File: config.mk
export PLATFORM = sky130hd
export DESIGN_NAME = json_level_key_scanner
export DESIGN_NICKNAME = d
export VERILOG_FILES = /design/src/rtl/jlks_pkg.sv /design/src/rtl/json_level_key_scanner.sv
export SDC_FILE = /design/constraint.sdc
export NUM_CORES = 1
export LEC_CHECK = 0
export ABC_AREA = 0
export CORE_MARGIN = 2
export CORE_UTILIZATION = 45
export CTS_BUF_LIST = sky130_fd_sc_hd__clkbuf_2
export DETAILED_ROUTE_END_ITERATION = 6
export DONT_BUFFER_PORTS = 1
export GPL_TIMING_DRIVEN = 0
export PLACE_DENSITY = 0.67
export SYNTH_ARGS = -nofsm -noshare
export SYNTH_HDL_FRONTEND = slang
export SYNTH_SLANG_ARGS = --single-unit
export TNS_END_PERCENT = 20
File: constraint.sdc
create_clock -name clk -period 5.5 [get_ports clk]
set_input_delay 0.275 -clock clk [delete_from_list [all_inputs] [get_ports clk]]
set_output_delay 0.275 -clock clk [all_outputs]
set_load 0.02 [all_outputs]
File: src/rtl/jlks_pkg.sv
// ----------------------------------------------------------------------------
// jlks_pkg
// Shared types and constants for the JSON level key scanner: word formats,
// register indexes, character codes and the scanner flag set.
// ----------------------------------------------------------------------------
`default_nettype none

package jlks_pkg;

  // Register indexes on the configuration port
  localparam logic [1:0] CFG_ANY_DEPTH_MODE    = 2'd0;
  localparam logic [1:0] CFG_WANTED_KEY_LOW    = 2'd1;
  localparam logic [1:0] CFG_WANTED_KEY_HIGH   = 2'd2;
  localparam logic [1:0] CFG_WANTED_KEY_LENGTH = 2'd3;

  localparam int CFG_DATA_BITS = 64;

  // Character codes
  localparam logic [7:0] CH_NUL       = 8'h00;
  localparam logic [7:0] CH_TAB       = 8'h09;
  localparam logic [7:0] CH_LF        = 8'h0A;
  localparam logic [7:0] CH_CR        = 8'h0D;
  localparam logic [7:0] CH_SPACE     = 8'h20;
  localparam logic [7:0] CH_QUOTE     = 8'h22;
  localparam logic [7:0] CH_SLASH     = 8'h2F;
  localparam logic [7:0] CH_COLON     = 8'h3A;
  localparam logic [7:0] CH_LBRACKET  = 8'h5B;
  localparam logic [7:0] CH_BACKSLASH = 8'h5C;
  localparam logic [7:0] CH_RBRACKET  = 8'h5D;
  localparam logic [7:0] CH_LBRACE    = 8'h7B;
  localparam logic [7:0] CH_RBRACE    = 8'h7D;

  localparam logic [7:0] KEY_LEN_MAX = 8'hFF;

  // Input word
  typedef struct packed {
    logic [7:0] text_byte;
    logic       last_byte;
  } in_word_t;

  // Result word
  typedef struct packed {
    logic              key_found;
    logic [7:0]        key_length;
    logic              key_match;
    logic              first_match_res;
    logic signed [7:0] nesting_depth;
  } out_word_t;

  // Scanner flags and key counter (depth is kept apart, its width varies)
  typedef struct packed {
    logic       leading_phase;
    logic       inside_string;
    logic       escape_pending;
    logic       slash_seen;
    logic       in_comment;
    logic       key_level_ok;
    logic       awaiting_colon;
    logic       key_equal_so_far;
    logic       already_matched;
    logic [7:0] key_byte_count;
  } scan_flags_t;

  localparam scan_flags_t FLAGS_CLEAR = '{
    leading_phase:    1'b1,
    inside_string:    1'b0,
    escape_pending:   1'b0,
    slash_seen:       1'b0,
    in_comment:       1'b0,
    key_level_ok:     1'b0,
    awaiting_colon:   1'b0,
    key_equal_so_far: 1'b1,
    already_matched:  1'b0,
    key_byte_count:   8'd0
  };

  function automatic logic is_space(input logic [7:0] b);
    return (b == CH_SPACE) || (b == CH_TAB) || (b == CH_LF) || (b == CH_CR);
  endfunction

endpackage

`default_nettype wire

File: src/rtl/json_level_key_scanner.sv
// ----------------------------------------------------------------------------
// json_level_key_scanner
// Streaming JSON key finder: scans one document byte per word, tracks
// nesting, strings, escapes and line comments, and flags keys at the colon.
// ----------------------------------------------------------------------------
//
//   channel  ports                        word
//   -------  ---------------------------  ---------------------------------
//   input    in_valid in_ready in_data    text_byte, last_byte
//   result   out_valid out_ready out_data key_found .. nesting_depth
//   config   cfg_valid cfg_ready          cfg_index (2b), cfg_data (64b)
//
// One byte per cycle: the scanner state and the result register are updated
// in the same cycle the byte is accepted; the result shows in the next cycle.
// The result register acts as the output stage, so a new byte is taken while
// a result is being taken in the same cycle. A stall on out_ready holds the
// result and stops input. Synchronous reset clears the scanner state, the
// config registers and out_valid; config writes are taken every cycle.
//
`default_nettype none

module json_level_key_scanner
  import jlks_pkg::*;
#(
  parameter int KEY_BYTES  = 16,
  parameter int DEPTH_BITS = 8
) (
  input  wire logic                     clk,
  input  wire logic                     rst_n,

  input  wire logic                     in_valid,
  output      logic                     in_ready,
  input  wire in_word_t                 in_data,

  output      logic                     out_valid,
  input  wire logic                     out_ready,
  output      out_word_t                out_data,

  input  wire logic                     cfg_valid,
  output      logic                     cfg_ready,
  input  wire logic [1:0]               cfg_index,
  input  wire logic [CFG_DATA_BITS-1:0] cfg_data
);

  localparam int IdxBits  = (KEY_BYTES > 1) ? $clog2(KEY_BYTES) : 1;
  localparam int WideBits = (DEPTH_BITS > 8) ? DEPTH_BITS : 8;

  localparam logic signed [DEPTH_BITS-1:0] DepthMax = {1'b0, {(DEPTH_BITS-1){1'b1}}};
  localparam logic signed [DEPTH_BITS-1:0] DepthMin = {1'b1, {(DEPTH_BITS-1){1'b0}}};
  localparam logic signed [WideBits-1:0]   OutMax   = WideBits'(127);
  localparam logic signed [WideBits-1:0]   OutMin   = -WideBits'(128);
  localparam logic [7:0]                   KeyBytesW = 8'(KEY_BYTES);

  // Configuration registers
  logic             any_depth_r;
  logic [7:0]       wanted_r [KEY_BYTES];
  logic [4:0]       wanted_len_r;

  // Scanner state
  scan_flags_t                   flags_r, flags_nxt;
  logic signed [DEPTH_BITS-1:0]  depth_r, depth_nxt;

  // Result register
  logic      out_valid_r;
  out_word_t out_data_r, out_data_nxt;

  logic       in_fire;
  logic [7:0] b;
  logic [7:0] want_byte;
  logic       key_miss;
  logic signed [WideBits-1:0] depth_wide;

  assign in_ready  = ~out_valid_r | out_ready;
  assign in_fire   = in_valid & in_ready;
  assign cfg_ready = 1'b1;
  assign out_valid = out_valid_r;
  assign out_data  = out_data_r;
  assign b         = in_data.text_byte;

  // Write configuration registers
  always_ff @(posedge clk) begin
    if (!rst_n) begin
      any_depth_r  <= 1'b0;
      wanted_len_r <= 5'd0;
      for (int i = 0; i < KEY_BYTES; i++) begin
        wanted_r[i] <= 8'd0;
      end
    end else if (cfg_valid) begin
      unique case (cfg_index)
        CFG_ANY_DEPTH_MODE:    any_depth_r  <= cfg_data[0];
        CFG_WANTED_KEY_LENGTH: wanted_len_r <= cfg_data[4:0];
        CFG_WANTED_KEY_LOW: begin
          for (int i = 0; i < KEY_BYTES; i++) begin
            if (i < 8) begin
              wanted_r[i] <= cfg_data[8*(i%8) +: 8];
            end
          end
        end
        CFG_WANTED_KEY_HIGH: begin
          for (int i = 0; i < KEY_BYTES; i++) begin
            if (i >= 8) begin
              wanted_r[i] <= cfg_data[8*(i%8) +: 8];
            end
          end
        end
        default: ;
      endcase
    end
  end

  // Compare the next key byte against the wanted key
  assign want_byte = (flags_r.key_byte_count < KeyBytesW)
                   ? wanted_r[flags_r.key_byte_count[IdxBits-1:0]] : 8'd0;
  assign key_miss  = (flags_r.key_byte_count >= {3'd0, wanted_len_r}) |
                     (flags_r.key_byte_count >= KeyBytesW) |
                     (want_byte != b);

  // Scan one byte
  always_comb begin
    logic consumed;
    logic handled;
    logic is_match;
    flags_nxt    = flags_r;
    depth_nxt    = depth_r;
    out_data_nxt = '0;
    consumed     = 1'b0;
    handled      = 1'b0;
    is_match     = 1'b0;
    depth_wide   = '0;

    if (b == CH_NUL) begin
      flags_nxt = FLAGS_CLEAR;
      depth_nxt = '0;
    end else begin
      // Skip leading whitespace and one opening brace
      if (flags_r.leading_phase) begin
        if (is_space(b)) begin
          consumed = 1'b1;
        end else begin
          flags_nxt.leading_phase = 1'b0;
          consumed = (b == CH_LBRACE);
        end
      end

      if (!consumed) begin
        if (flags_r.inside_string) begin
          // Inside a string: escapes, closing quote, key bytes
          if (!flags_r.escape_pending && (b == CH_QUOTE)) begin
            flags_nxt.inside_string  = 1'b0;
            flags_nxt.awaiting_colon = 1'b1;
            flags_nxt.key_level_ok   = any_depth_r | (depth_r == '0);
          end else begin
            flags_nxt.escape_pending   = ~flags_r.escape_pending & (b == CH_BACKSLASH);
            flags_nxt.key_equal_so_far = flags_r.key_equal_so_far & ~key_miss;
            if (flags_r.key_byte_count != KEY_LEN_MAX) begin
              flags_nxt.key_byte_count = flags_r.key_byte_count + 8'd1;
            end
          end
        end else if (flags_r.in_comment) begin
          // Drop comment bytes up to the newline
          if (b == CH_LF) begin
            flags_nxt.in_comment = 1'b0;
          end
        end else if (flags_r.slash_seen && (b == CH_SLASH)) begin
          flags_nxt.slash_seen = 1'b0;
          flags_nxt.in_comment = 1'b1;
        end else begin
          flags_nxt.slash_seen = 1'b0;

          // Wait for the colon after a closing quote
          if (flags_r.awaiting_colon) begin
            if (is_space(b)) begin
              handled = 1'b1;
            end else begin
              flags_nxt.awaiting_colon = 1'b0;
              if (b == CH_COLON) begin
                handled = 1'b1;
                if (flags_r.key_level_ok) begin
                  is_match = flags_r.key_equal_so_far &
                             (flags_r.key_byte_count == {3'd0, wanted_len_r});
                  out_data_nxt.key_found       = 1'b1;
                  out_data_nxt.key_length      = flags_r.key_byte_count;
                  out_data_nxt.key_match       = is_match;
                  out_data_nxt.first_match_res = is_match & ~flags_r.already_matched;
                  if (is_match) begin
                    flags_nxt.already_matched = 1'b1;
                  end
                end
              end
            end
          end

          // Structural bytes
          if (!handled) begin
            priority if (b == CH_QUOTE) begin
              flags_nxt.inside_string    = 1'b1;
              flags_nxt.escape_pending   = 1'b0;
              flags_nxt.key_byte_count   = 8'd0;
              flags_nxt.key_equal_so_far = 1'b1;
            end else if ((b == CH_LBRACE) || (b == CH_LBRACKET)) begin
              if (depth_r != DepthMax) begin
                depth_nxt = depth_r + DEPTH_BITS'(1);
              end
            end else if ((b == CH_RBRACE) || (b == CH_RBRACKET)) begin
              if (depth_r != DepthMin) begin
                depth_nxt = depth_r - DEPTH_BITS'(1);
              end
            end else if (b == CH_SLASH) begin
              flags_nxt.slash_seen = 1'b1;
            end else begin
            end
          end
        end
      end

      // Report depth after this byte, clamped to eight bits
      depth_wide = WideBits'(depth_nxt);
      priority if (depth_wide > OutMax) begin
        out_data_nxt.nesting_depth = 8'sd127;
      end else if (depth_wide < OutMin) begin
        out_data_nxt.nesting_depth = -8'sd128;
      end else begin
        out_data_nxt.nesting_depth = depth_wide[7:0];
      end

      // End of document restarts the scan
      if (in_data.last_byte) begin
        flags_nxt = FLAGS_CLEAR;
        depth_nxt = '0;
      end
    end
  end

  // Advance scanner state on an accepted word
  always_ff @(posedge clk) begin
    if (!rst_n) begin
      flags_r <= FLAGS_CLEAR;
      depth_r <= '0;
    end else if (in_fire) begin
      flags_r <= flags_nxt;
      depth_r <= depth_nxt;
    end
  end

  // Hold the result until taken
  always_ff @(posedge clk) begin
    if (!rst_n) begin
      out_valid_r <= 1'b0;
    end else if (in_ready) begin
      out_valid_r <= in_valid;
    end
  end

  always_ff @(posedge clk) begin
    if (in_fire) begin
      out_data_r <= out_data_nxt;
    end
  end

  // Checks
  a_first_implies_match: assert property (@(posedge clk) disable iff (!rst_n)
    out_valid_r && out_data_r.first_match_res |-> out_data_r.key_match)
    else $error("first match flagged without a match");

  a_match_implies_found: assert property (@(posedge clk) disable iff (!rst_n)
    out_valid_r && out_data_r.key_match |-> out_data_r.key_found)
    else $error("key match flagged without a found key");

  a_quiet_fields: assert property (@(posedge clk) disable iff (!rst_n)
    out_valid_r && !out_data_r.key_found |->
      out_data_r.key_length == 8'd0 && !out_data_r.first_match_res)
    else $error("key fields set without a found key");

  a_nul_restarts: assert property (@(posedge clk) disable iff (!rst_n)
    in_fire && in_data.text_byte == CH_NUL |=>
      out_valid_r && !out_data_r.key_found && out_data_r.nesting_depth == 8'sd0 &&
      flags_r.leading_phase && depth_r == '0)
    else $error("zero byte did not restart the scan");

  a_leading_clean: assert property (@(posedge clk) disable iff (!rst_n)
    flags_r.leading_phase |-> depth_r == '0 && !flags_r.inside_string &&
      !flags_r.awaiting_colon)
    else $error("scan state set before the document started");

endmodule

`default_nettype wire

# --- Yosys cells after proc, flatten, opt, wreduce, memory -nomap -nowiden ---
# Memory sizes are Yosys's and may differ from the RTL's. A register that Yosys moved wholly into a read port is not among the register bits.
# Cells that the tools add are included.
word_totals:
  ff_bits: 51
  ramBits: 128
  input_bits: 80
  n_memories: 1
memory_table:
  columns: ["memory", "words", "width", "rd", "rd_clocked_by_memory_dff", "wr", "line", "source"]
  rows:
  - ["wanted_r", 16, 8, 1, 1, 16, "json_level_key_scanner.sv:56", "logic [7:0] wanted_r [KEY_BYTES];"]
classes:
  add_sub_neg: 3
  n_lt_le_gt_ge: 5
  eq_ne: 31
  muxes: 96
  bitwise: 32
  reduce_logical: 31
op_table:
  columns: ["cell", "n"]
  rows:
  - ["$mux W8", 36]
  - ["$mux W1", 43]
  - ["$eq A8 B7 Y1 const B", 5]
  - ["$mux W17", 2]
  - ["$mux W11", 3]
  - ["$eq A8 B6 Y1 const B", 4]
  - ["$eq A8 B4 Y1 const B", 3]
  - ["$ne A8 B8 Y1 const B", 3]
  - ["$or A1 B1 Y1", 20]
  - ["$reduce_bool A3 Y1", 6]
  - ["$logic_not A8 Y1", 2]
  - ["$mux W16", 1]
  - ["$mux W2", 6]
  - ["$ne A4 B2 Y1 const B", 3]
  - ["$ne A4 B4 Y1 const B", 3]
  - ["$reduce_and A10 Y1", 1]
  - ["$ne A3 B3 Y1 const B", 3]
  - ["$reduce_or A9 Y1", 1]
  - ["$add A8 B1 Y8 const B", 1]
  - ["$add A8 B2 Y8 const B", 1]
  - ["$eq A8 B5 Y1", 1]
  - ["$ge A8 B5 Y1", 1]
  - ["$ge A8 B5 Y1 const B", 1]
  - ["$gt A8 B8 Y1 const B", 1]
  - ["other kinds (25)", 47]

# --- Depth between registers and ports, before layout ---
logic_depth:
  depth_word: 20
  ltp_mapped: 10

# --- Worst setup path before layout ---
# Ideal clock, no wire load.
synth_timing:
  path_kind: "input port to flip-flop"
  from: "in cfg_valid"
  to: "mem wanted_r[0][0] (enable)"
  setup_time_ns: 0.574
  arrival_time_ns: 4.836
  t_required_ns: 4.926
  setup_slack_ns: 0.090
  cell_stages: 2
  path_buffers: 0
  cell_sequence: "nand2_1 -> o21ai_0"
synth_lines:
  columns: ["item", "line", "source"]
  rows:
  - ["start: declaration", "json_level_key_scanner.sv:39", "input wire logic cfg_valid,"]
  - ["end: declaration", "json_level_key_scanner.sv:56", null]

# --- Worst setup path after layout ---
layout_timing:
  from: "reg flags_r[6] in the netlist's numbering"
  to: "reg flags_r[9] in the netlist's numbering"
layout_via:
  elab_chain_len: 11
  elab_cells_between_ends: 14
  cone_classes: "order compare (3); eq/ne (1); mux (6); bitwise (4)"
layout_lines:
  columns: ["item", "line", "source"]
  rows:
  - ["start: declaration", "json_level_key_scanner.sv:60", "scan_flags_t flags_r, flags_nxt;"]
  - ["start signal: assignment", "json_level_key_scanner.sv:240", "flags_r <= flags_nxt;"]
  - ["$lt A8 B5 Y1", "json_level_key_scanner.sv:112", "assign want_byte = (flags_r.key_byte_count < KeyBytesW)"]
  - ["$mux W8", "json_level_key_scanner.sv:113", "? wanted_r[flags_r.key_byte_count[IdxBits-1:0]] : 8'd0;"]
  - ["$ne A8 B8 Y1", "json_level_key_scanner.sv:116", "(want_byte != b);"]
  - ["$or A1 B1 Y1 (*)", "json_level_key_scanner.sv:115", "(flags_r.key_byte_count >= KeyBytesW) |"]
  - ["$not A1 Y1 (*)", "json_level_key_scanner.sv:154", "flags_nxt.key_equal_so_far = flags_r.key_equal_so_far & ~key_miss;"]
  - ["$and A1 B1 Y1 (*)", "json_level_key_scanner.sv:154", null]
  - ["$mux W1 (*)", "json_level_key_scanner.sv:148", "if (!flags_r.escape_pending && (b == CH_QUOTE)) begin"]
  - ["$mux W2 (*)", "json_level_key_scanner.sv:146", "if (flags_r.inside_string) begin"]
  - ["$mux W16 (*)", "json_level_key_scanner.sv:145", "if (!consumed) begin"]
  - ["$mux W17 (*)", "json_level_key_scanner.sv:227", "if (in_data.last_byte) begin"]
  - ["$mux W17 (*)", "json_level_key_scanner.sv:131", "if (b == CH_NUL) begin"]
# Every way passes the cells marked *; elsewhere a longest branch is shown, timed or not. The select of a mux whose other input is x is not followed.
# A chain may end at the register's enable or synchronous reset.

==> reports/qor.tcl <==
set qor(outcome) {complete, no violations}
set qor(numClockSinks) 183
set qor(drt_initial_violations) 420
set qor(drt-vias-per-instance) 5.67
set qor(firstDrtPassIters) 5
set qor(post-layout-total-power_mw) 2.62
set qor(setup_violations) 0
set qor(maxClockFrequency_ghz) 0.256
set qor(vertical_die_dimension_um) 145
set qor(worstSetupPathType) {reg -> reg}
set qor(later_pin_clock_latency_in_the_skew_report_ns) 0.76
set qor(post-cts-setup-buffers) 0
set qor(area_growth_pct) 16.5
set qor(synth-seq-cells) 183
set qor(first_pass_grt_wire_length_mm) 35.8
set qor(cap_violations) 0
set qor(detail_route.drc_violations) 0
set qor(synth_seq_area_share_pct) 57.1
set qor(portBuffers) 0
set qor(number_of_levels_the_h_tree_was_split_into) 4
set qor(gp_congestion) 0.872
set qor(placementRows) 51
set qor(worst-endpoint-arrival_ns) 4.62
set qor(placed_cells_incl_taps) 981
set qor(max_slew.worst_pin.slew_ns) 0.975
set qor(grt_start_max_net_pins) 65
set qor(synth.net_count) 804
set qor(crit_path_start_kind) {flip-flop}
set qor(top_level_ports) 102
set qor(totalWireLength_mm) 23.1
set qor(finish.net_count) 908
set qor(report.final.slew_viol_count) 0
set qor(critical_path.reg2reg.endpoint) {flags_r[9]}
set qor(netlist_instances) 714
set qor(die-area_um2) 21100
set qor(avgSynthCellArea_um2) 12.6
set qor(synth_enable_flop_cells) 147
set qor(final_hold_slack_ns) 0.0459
set qor(finalClockSkew_ns) 0.0426
set qor(ant_nets) 0
set qor(hold_path.startpoint) {cfg_valid}
set qor(synth_warnings) 0
set qor(core_um2) 19500
set qor(num_vias) 6213
set qor(synth-async-reset-ratio_pct) 0
set qor(reg2reg_setup_slack_ns) 1.60
set qor(worstPathRequired_ns) 6.22
set qor(post_route_cells_drive_above_1_share_pct) 11.0
set qor(layoutNonFillerInstCount) 1096
set qor(final_period_minus_worst_setup_slack_ns) 3.90
set qor(r2r-start) {flags_r[6]}
set qor(clk_pin_slew_worst_paths_ns) 0.31
set qor(hold_path.class) {in -> reg}
set qor(die-width_um) 145
set qor(antenna_violations_before_repair) 1
set qor(power_density_nw_per_um2) 250
set qor(hold_depth) 2
set qor(gr-usage-all-layers_pct) 22.0
set qor(hpwl_mm) 15.7
set qor(initial_utilization_pct) 46.1
set qor(final_core_utilization_pct) 53.7
set qor(whs_endpoint) {wanted_r[7][2]}
set qor(grt_remaining_overflow) 0
set qor(first_global_vias) 6314
set qor(post-route-period-util_pct) 70.9
set qor(post_synth_num_cell_types) 66
set qor(grt_setup_unrepaired) {false}
set qor(setup_tns_final_ns) 0
set qor(tritoncts) {done}
set qor(critical_path.max_fanout) 7
set qor(irDropWorstVdd_v) 0.000145
set qor(clock_path_buffers) 2
set qor(cts_root_buf) {sky130_fd_sc_hd__clkbuf_2}
set qor(routed_wire_per_std_cell_um) 21.1
set qor(synthFlopType) {sky130_fd_sc_hd__edfxtp_1}
set qor(final_hold_violations) 0
set qor(syn-cell-area_um2) 9000
set qor(end_kind) {flip-flop}
set qor(relSlewSlack_pct) 35.0
set qor(leakagePower_nw) 3.72
set qor(worst_r2r_path_depth) 9
set qor(tritoncts.num_buffers) 17
-- power by group --
part | total (mW) | switching, mW | internal [mW]
registers | 1.63 | 0.0368 | 1.59
clock network | 0.736 | 0.509 | 0.227
logic | 0.253 | 0.139 | 0.114
-- cell usage after synthesis (2+ instances only) --
cell                        instances  area (um2)
sky130_fd_sc_hd__a21oi_1           17        85.1
sky130_fd_sc_hd__and4_1             2        17.5
sky130_fd_sc_hd__a32oi_1            6        52.6
sky130_fd_sc_hd__mux4_2            32         721
sky130_fd_sc_hd__ha_1              10         125
sky130_fd_sc_hd__a211o_1            2        17.5
sky130_fd_sc_hd__and3_1            25         156
sky130_fd_sc_hd__a31oi_1            6        37.5
sky130_fd_sc_hd__a21o_1             2        15.0
sky130_fd_sc_hd__or3_1              3        18.8
sky130_fd_sc_hd__o211ai_1           3        22.5
sky130_fd_sc_hd__o21a_1             2        15.0
sky130_fd_sc_hd__o31a_1             2        17.5
sky130_fd_sc_hd__and2_1           126         788
sky130_fd_sc_hd__nand4b_1           2        17.5
sky130_fd_sc_hd__nand2_1           24        90.1
sky130_fd_sc_hd__and3b_1            2        17.5
sky130_fd_sc_hd__xnor2_1           10        87.6
sky130_fd_sc_hd__xor2_1             6        52.6
sky130_fd_sc_hd__o22ai_1            9        56.3
sky130_fd_sc_hd__edfxtp_1         147        4410
sky130_fd_sc_hd__nor3_1            19        95.1
sky130_fd_sc_hd__a41oi_1            2        17.5
sky130_fd_sc_hd__nor2_1            29         109
sky130_fd_sc_hd__nor2b_1           14        87.6
sky130_fd_sc_hd__nor4_1             7        43.8
sky130_fd_sc_hd__a21boi_0           4        30.0
sky130_fd_sc_hd__nand3_1           15        75.1
sky130_fd_sc_hd__nand4bb_1          2        22.5
sky130_fd_sc_hd__o21ai_1            4        20.0
sky130_fd_sc_hd__clkbuf_1          28         105
sky130_fd_sc_hd__buf_2              7        35.0
sky130_fd_sc_hd__nand3b_1           3        22.5
sky130_fd_sc_hd__inv_1             17        63.8
sky130_fd_sc_hd__o21ai_0           18        90.1
sky130_fd_sc_hd__dfxtp_1           36         721
sky130_fd_sc_hd__buf_4              6        45.0
sky130_fd_sc_hd__nand2b_1           8        50.1
sky130_fd_sc_hd__mux2i_1           22         220
sky130_fd_sc_hd__nand4_1            9        56.3
-- sequential cells by signal, summed over array words and instances (netlist names), named ones only --
name,flops
depth_r,8
wanted_r,128
any_depth_r,1
flags_r,17
out_valid,1
wanted_len_r,5
out_data,19
-- kinds of logic (layout without fill, tap and decap cells) --
group / after synthesis / count (layout) / share of synthesized area [%]
other: 1 / 2 / 0.0417
xor gates and xnor gates: 16 / 16 / 1.56
muxes: 54 / 54 / 10.5
AOI/OAI and AO/OA: 90 / 90 / 6.83
adders and majority gates: 10 / 10 / 1.39
and+or+nand+nor: 301 / 301 / 19.8
DFF: 183 / 183 / 57.1
buffers and inverters: 59 / 175 / 2.81
-- stage by stage --
| step | instance area [um2] | setup slack (ns) |
|---|---|---|
| floorplan | 9000 | 0.0895 |
| CTS | 10500 | 1.65 |
| finish | 10500 | 1.60 |
| detailed placement | 9400 | 2.72 |
| global placement | 9330 | -1.82 |
| global route | 10500 | 1.42 |
-- cell usage in the layout (no fill, tap or decap), types with 22 or more instances in the layout --
cell / synthesis / final
sky130_fd_sc_hd__and2_1: 126 / 126
sky130_fd_sc_hd__and3_1: 25 / 25
sky130_fd_sc_hd__clkbuf_1: 28 / 28
sky130_fd_sc_hd__dfxtp_1: 36 / 36
sky130_fd_sc_hd__dlygate4sd3_1: 0 / 83
sky130_fd_sc_hd__edfxtp_1: 147 / 147
sky130_fd_sc_hd__mux2i_1: 22 / 22
sky130_fd_sc_hd__mux4_2: 32 / 32
sky130_fd_sc_hd__nand2_1: 24 / 23
sky130_fd_sc_hd__nor2_1: 29 / 29
-- critical path, cell delays in order, from the launching register on --
cell                            delay [ns]
sky130_fd_sc_hd__dfxtp_1              0.44
sky130_fd_sc_hd__nor4_1               0.85
sky130_fd_sc_hd__nand2_1              0.48
sky130_fd_sc_hd__o22ai_1              0.38
sky130_fd_sc_hd__xor2_1               0.11
sky130_fd_sc_hd__nor4_1               0.28
sky130_fd_sc_hd__nand4_1              0.11
sky130_fd_sc_hd__dlygate4sd3_1        0.57
sky130_fd_sc_hd__o21ai_1              0.10
sky130_fd_sc_hd__dlygate4sd3_1        0.55
-- final cells by class --
class | instances | area (um2)
Antenna cell | 1 | 2.50
Multi-Input combinational cell | 472 | 3630
Timing Repair Buffer | 85 | 878
Sequential cell | 183 | 5130
Clock buffer | 18 | 90.1
Clock inverter | 13 | 160
Inverter | 17 | 63.8
Tap cell | 265 | 332
Buffer | 42 | 189
Fill cell | 1693 | 9050
-- layer usage --
metal	global-route usage, %	share of wire (%)	vias to the layer above
li1	-	-	2871
met1	29.3	43	3070
met2	36.8	50	244
met3	5.17	5.9	28
met4	5.64	1.6	0
met5	0	0	-
-- timing repair --
| action | CTS | global route |
|---|---|---|
| endpoints found under the hold margin | 167 | 0 |
| resized for setup | 0 | 0 |
| hold buffers | 83 | 0 |
-- worst max path at each step --
stage	to	depth (start not counted)	from	slack (ns)
2_1_floorplan	wanted_r[0][0]	2	cfg_valid	0.09
3_3_place_gp	wanted_r[2][6]	2	cfg_valid	-1.82
3_5_place_dp	flags_r[9]	7	flags_r[6]	2.72
4_1_cts	flags_r[9]	9	flags_r[6]	1.65
5_1_grt	flags_r[9]	9	flags_r[6]	1.42
6_report	flags_r[9]	9	flags_r[6]	1.60
Power figures use the tool's default switching activity.
